File: config.mk
export PLATFORM = sky130hd
export DESIGN_NAME = ver_plane_rot
export DESIGN_NICKNAME = d
export VERILOG_FILES = /design/src/design/ver_pkg.sv /design/src/design/ver_plane_rot.sv
export SDC_FILE = /design/constraint.sdc
export NUM_CORES = 2
export LEC_CHECK = 0
export ABC_AREA = 0
export BUFFER_PORTS_ARGS = -buffer_cell sky130_fd_sc_hd__buf_4
export CAP_MARGIN = 10
export CELL_PAD_IN_SITES_DETAIL_PLACEMENT = 1
export CELL_PAD_IN_SITES_GLOBAL_PLACEMENT = 1
export CORE_UTILIZATION = 35
export CTS_BUF_LIST = sky130_fd_sc_hd__clkbuf_8 sky130_fd_sc_hd__clkbuf_16
export DETAILED_ROUTE_END_ITERATION = 8
export PLACE_DENSITY = 0.7
export SYNTH_ARGS = -nofsm -noshare
export SYNTH_HDL_FRONTEND = slang
export SYNTH_SLANG_ARGS = --single-unit
File: constraint.sdc
create_clock -name clk -period 8.8 [get_ports clk]
set_clock_uncertainty 0.1 [all_clocks]
set_input_delay 0.44 -clock clk [delete_from_list [all_inputs] [get_ports clk]]
set_output_delay 0.44 -clock clk [all_outputs]
set_load 0.005 [all_outputs]
File: src/design/ver_pkg.sv
// shared constants and types for the vertex rotation block
`default_nettype none

package ver_pkg;

  // coordinate width default, signed Q16.8
  localparam int COORD_BITS_DEF = 24;

  // coefficient format, signed Q2.14
  localparam int COEF_BITS  = 16;
  localparam int FRAC_SHIFT = 14;
  localparam logic signed [COEF_BITS-1:0] COEF_ONE  = 16'sd16384;
  localparam logic signed [COEF_BITS-1:0] COEF_ZERO = 16'sd0;

  // configuration register map
  localparam int NUM_REGS = 6;
  localparam int CFG_INDEX_BITS = 3;
  localparam logic [CFG_INDEX_BITS-1:0] REG_COS_Z = 3'd0;
  localparam logic [CFG_INDEX_BITS-1:0] REG_SIN_Z = 3'd1;
  localparam logic [CFG_INDEX_BITS-1:0] REG_COS_Y = 3'd2;
  localparam logic [CFG_INDEX_BITS-1:0] REG_SIN_Y = 3'd3;
  localparam logic [CFG_INDEX_BITS-1:0] REG_COS_X = 3'd4;
  localparam logic [CFG_INDEX_BITS-1:0] REG_SIN_X = 3'd5;

  // which coordinate pair a rotation unit works on
  typedef enum logic [1:0] {
    PLANE_XY,
    PLANE_XZ,
    PLANE_YZ
  } plane_t;

endpackage

`default_nettype wire

File: src/design/ver_plane_rot.sv
// one plane rotation: product stage, then sum, round and saturate stage
`default_nettype none

module ver_plane_rot #(
  parameter int              COORD_BITS = ver_pkg::COORD_BITS_DEF,
  parameter ver_pkg::plane_t PLANE      = ver_pkg::PLANE_XY
) (
  input  wire logic                                clk,
  input  wire logic                                rst,
  input  wire logic signed [ver_pkg::COEF_BITS-1:0] cos_c,
  input  wire logic signed [ver_pkg::COEF_BITS-1:0] sin_c,
  input  wire logic                                in_valid,
  output logic                                     in_ready,
  input  wire logic signed [COORD_BITS-1:0]        in_x,
  input  wire logic signed [COORD_BITS-1:0]        in_y,
  input  wire logic signed [COORD_BITS-1:0]        in_z,
  output logic                                     out_valid,
  input  wire logic                                out_ready,
  output logic signed [COORD_BITS-1:0]             out_x,
  output logic signed [COORD_BITS-1:0]             out_y,
  output logic signed [COORD_BITS-1:0]             out_z
);

  localparam int PROD_W = COORD_BITS + ver_pkg::COEF_BITS;
  localparam int SUM_W  = PROD_W + 1;
  localparam int Q_W    = SUM_W - ver_pkg::FRAC_SHIFT;
  localparam logic signed [SUM_W-1:0] ROUND_HALF =
    SUM_W'(1) <<< (ver_pkg::FRAC_SHIFT - 1);

  // saturate a rounded value to the coordinate range
  function automatic logic signed [COORD_BITS-1:0] sat(input logic signed [Q_W-1:0] q);
    logic [Q_W-COORD_BITS:0] hi;
    hi = q[Q_W-1:COORD_BITS-1];
    if ((&hi) || !(|hi)) begin
      return q[COORD_BITS-1:0];
    end else if (q[Q_W-1]) begin
      return {1'b1, {(COORD_BITS-1){1'b0}}};
    end else begin
      return {1'b0, {(COORD_BITS-1){1'b1}}};
    end
  endfunction

  logic signed [COORD_BITS-1:0] a_in, b_in, c_in;
  logic                         adv1, adv2;

  // stage 1: four products plus the untouched coordinate
  logic                         v1;
  logic signed [PROD_W-1:0]     p_ac, p_bs, p_as, p_bc;
  logic signed [COORD_BITS-1:0] c1;

  // stage 2: rotated pair
  logic                         v2;
  logic signed [COORD_BITS-1:0] a2, b2, c2;

  logic signed [SUM_W-1:0]      sum_a, sum_b;

  always_comb begin
    case (PLANE)
      ver_pkg::PLANE_XZ: begin
        a_in = in_x; b_in = in_z; c_in = in_y;
      end
      ver_pkg::PLANE_YZ: begin
        a_in = in_y; b_in = in_z; c_in = in_x;
      end
      default: begin
        a_in = in_x; b_in = in_y; c_in = in_z;
      end
    endcase
  end

  assign adv2     = !v2 || out_ready;
  assign adv1     = !v1 || adv2;
  assign in_ready = adv1;

  assign sum_a = SUM_W'(p_ac) - SUM_W'(p_bs) + ROUND_HALF;
  assign sum_b = SUM_W'(p_as) + SUM_W'(p_bc) + ROUND_HALF;

  always_ff @(posedge clk) begin
    if (rst) begin
      v1 <= 1'b0;
      v2 <= 1'b0;
    end else begin
      if (adv1) begin
        v1 <= in_valid;
      end
      if (adv2) begin
        v2 <= v1;
      end
    end
    if (adv1 && in_valid) begin
      p_ac <= PROD_W'(a_in) * PROD_W'(cos_c);
      p_bs <= PROD_W'(b_in) * PROD_W'(sin_c);
      p_as <= PROD_W'(a_in) * PROD_W'(sin_c);
      p_bc <= PROD_W'(b_in) * PROD_W'(cos_c);
      c1   <= c_in;
    end
    if (adv2 && v1) begin
      a2 <= sat(sum_a[SUM_W-1:ver_pkg::FRAC_SHIFT]);
      b2 <= sat(sum_b[SUM_W-1:ver_pkg::FRAC_SHIFT]);
      c2 <= c1;
    end
  end

  always_comb begin
    case (PLANE)
      ver_pkg::PLANE_XZ: begin
        out_x = a2; out_z = b2; out_y = c2;
      end
      ver_pkg::PLANE_YZ: begin
        out_y = a2; out_z = b2; out_x = c2;
      end
      default: begin
        out_x = a2; out_y = b2; out_z = c2;
      end
    endcase
  end

  assign out_valid = v2;

  // both stages come up empty after reset
  a_reset_empty: assert property (@(posedge clk) rst |=> !v1 && !v2)
    else $error("rotation stages not empty after reset");

  // an empty slot anywhere means the unit takes a new transaction
  a_no_lockup: assert property (@(posedge clk) disable iff (rst)
    (!v1 || !v2) |-> in_ready)
    else $error("rotation unit refuses input with a free stage");

  // products held while the second stage is blocked
  a_stage1_hold: assert property (@(posedge clk) disable iff (rst)
    (v1 && !adv2) |=> (v1 && $stable(p_ac) && $stable(p_bc) && $stable(c1)))
    else $error("product stage lost data under stall");

endmodule

`default_nettype wire

==> metrics <==
global-route wire length before repair around 310000 µm; max-cap violations 0; Final Cycle Share roughly 86%; R2R cell count 13; crit end category flop; CTS HTree Levels 2; r2r endpoint out_x[6]$_DFFE_PP_; flop-to-flop setup slack 3.64 ns; synthesized area 67300 µm²; ys async rst share 0%; sequential-to-total area share from yosys stat 11.5%; number of port buffers 181; GRT Total Usage 20.7%; Tightest Hold Check Type input pin to flop; IO Pins 182; number of synthesis warnings 0; Crit Path Class input pin to flop; drt drc 0; relative slew slack approximately 22%; Main synth FF type edfxtp_1; #FFs+latches synth 258; initial antenna violation count 14; GP Congestion 0.858; r2r startpoint p_ac[5]$_DFFE_PP_; post-synthesis cell count between 7000 and 8000; iteration count of the initial detailed-routing pass 5; fin crit period 7.58 ns; Core Box Area 191000 µm²; syn_area_per_cell 9.50 µm²; synth top area cells fa_1 (44%), edfxtp_1 (11%), ha_1 (10%), inv_1 (10%), and2_1 (5.7%); largest net degree at the start of global routing 127; Arrival @ worst endpoint 7.81 ns; clock tree sinks about 260; Routed Antenna Nets 0; startpoint types input pin; final setup vio count 0; grt total ovfl 0; via count 47300; Critical Path, Cell by Cell buf_4 > nand2_1 > fa_1 > fa_1 > fa_1 > fa_1 > inv_1 > fa_1 > fa_1 > ha_1 > o2111ai_1 > o211ai_1 > nand3_1 > o31ai_1 > a221oi_1 > o21ai_0 > a21oi_1 > o211ai_1 > or3b_2; CP Max Fanout 32; slowest stage delay, CP 0.99 ns; critical path's top delay family adder cells; CP max stage cell o31ai_1; CTS Buf Count 34; setup TNS 0 ns; Final nets 9207; Max Clk Rate approximately 130 MHz; Worst Setup SP cos_c[1]; FP Rows 160; RSZ-0062 raised after global routing false; root buffer cell clkbuf_16; die height 441 µm; Die ar. about 190000 µm²; Distinct cells, synth 91; layout cells sized above 1 4.41%; clock latency on the worst-skew pair 0.59 ns; Setup crit end p_bc[38]$_DFFE_PP_; 1st-iter DRT viols 2196; Post-DP HPWL 153000 µm; actual slew at the worst max-slew pin around 1.2 ns; WP data required roughly 9 ns; critical path's most frequent cell fa_1; largest area contributor in the netlist fa_1; Clock Path Buffers 3; post-synth top area share between 40% and 50%; vias in the first global route about 55000; status finished, final reports clean; Post-Syn Nets 9241; drt wl/cell 20.2 µm; number of cells on the critical path 19; Avg Vias per Cell 4.93; Die Wd 441 µm; WL final 194000 µm; Worst-path clk slew around 0.050 ns; crit path buf inv count 2; synthesis-to-layout area growth 7.31%; initial core utilization 35.3%; Post-synth EDFFs 256; Final Hold Viols 0; CTS tree done; fin. max-slew vios 0
[timing repair]
action | in CTS | in global routing
hold buffers | 26 | 0
buffers inserted | 0 | 0
resized for setup | 0 | 0
endpoints found under the hold margin | 26 | 0
[per-layer routing]
metal	up-vias	track usage, %	wire (µm)
li1	20900	-	-
met1	25300	25.5	78600
met2	813	37.2	100000
met3	266	1.57	6120
met4	2	8.49	8570
met5	-	0	7
[logic make-up after synthesis]
kind of cell / share of synthesized area, %
buffers and inverters: 11.8
adder cells (fa/ha/maj): 54.6
AND/OR/NAND/NOR: 13.5
AO/OA/AOI/OAI: 5.81
flip-flops: 11.5
XOR/XNOR: 2.75
multiplexers: 0.0149
[worst min path at each step]
| stage | startpoint | to | slack [ns] | depth (start not counted) |
|---|---|---|---|---|
| after floorplan | c1[0]$_DFFE_PP_ | out_z[0]$_DFFE_PP_ | 0.30 | 0 |
| after global placement | c1[12]$_DFFE_PP_ | out_z[12]$_DFFE_PP_ | 0.30 | 0 |
| after detailed placement | c1[23]$_DFFE_PP_ | out_z[23]$_DFFE_PP_ | 0.31 | 0 |
| after CTS | out_ready | out_valid$_SDFFE_PP0P_ | 0.11 | 4 |
| after global routing | out_ready | out_valid$_SDFFE_PP0P_ | 0.17 | 4 |
| final | out_ready | out_valid$_SDFFE_PP0P_ | 0.15 | 4 |
[worst min-delay path, delay by kind of cell]
family,cells,cell delay (ns)
buf+inv,1,0.08
simple gates,3,0.26
[through the flow]
stage / hold slack (ns) / setup slack, ns / cell area [µm²] / instances / utilization (%)
final: 0.151 / 1.22 / 72300 / 9597 / 37.9
after global routing: 0.168 / 0.899 / 72300 / 9595 / 37.9
after CTS: 0.113 / 1.33 / 72200 / 9586 / 37.9
after detailed placement: 0.306 / 0.732 / 71000 / 9505 / 37.2
after global placement: 0.300 / 0.852 / 71000 / 9505 / 37.2
after floorplan: 0.300 / 1.73 / 67300 / 7091 / -
[sequential cells by signal (all words and copies together) (netlist names)]
name / count
p_ac: 40
p_as: 40
p_bc: 40
p_bs: 40
c1: 24
out_x: 24
out_y: 24
out_z: 24
out_valid: 1
v1: 1
[cell usage in the layout, fill, tap and decap left out, types with 7 or more instances in the layout]
master	n
inv_1	1806
fa_1	1496
nand2_1	901
and2_1	610
ha_1	546
edfxtp_1	256
buf_4	217
nor2_1	185
xnor2_1	162
a21oi_1	153
a21o_1	123
o21ai_0	85
xor2_1	46
nand2b_1	40
clkbuf_16	34
o21bai_1	31
o21a_1	28
nand3_1	27
nor3_1	26
dlygate4sd3_1	26
o22ai_1	20
a211oi_1	18
nor2b_1	15
or2_2	14
nand4_1	13
o211ai_1	11
diode_2	10
and3_1	10
nor4_1	10
a31oi_1	10
a211o_1	7
[synthesized netlist by cell type (4+ instances only)]
cell type and n:
nor2b_1 16, nor3_1 26, a211oi_1 18, buf_2 6, nand2_1 901, nor4_1 10
xnor2_1 162, xor2_1 46, o221ai_1 6, a21o_2 5, o21ai_0 85, o21bai_1 31
a211o_1 7, a21boi_0 5, ha_1 546, nand2b_1 40, o22ai_1 20, o2111ai_1 5
o41ai_1 4, clkbuf_1 294, a2111oi_0 5, o211ai_1 11, o31ai_1 6, a21o_1 123
nand3_1 27, nor3b_1 6, fa_1 1496, and3_1 10, buf_1 14, nand4_1 13
or2_2 14, a31oi_1 10, o21a_1 28, a21oi_1 153, nor2_1 185, edfxtp_1 256
and2_1 611, nand3b_1 4, o32ai_1 6, or3_1 6, inv_1 1800
[layout make-up]
| class | instances | area, µm² |
|---|---|---|
| Clock buffer | 34 | 851 |
| Antenna cell | 10 | 25.0 |
| Inverter | 1800 | 6760 |
| Fill cell | 21900 | 118000 |
| Clock inverter | 21 | 140 |
| Tap cell | 2511 | 3140 |
| Multi-Input combinational cell | 4716 | 51700 |
| Timing Repair Buffer | 247 | 1960 |
| Sequential cell | 258 | 7730 |
Power is not shown: default switching activity piles up to over one toggle a cycle in this logic, so the estimate is an artifact.
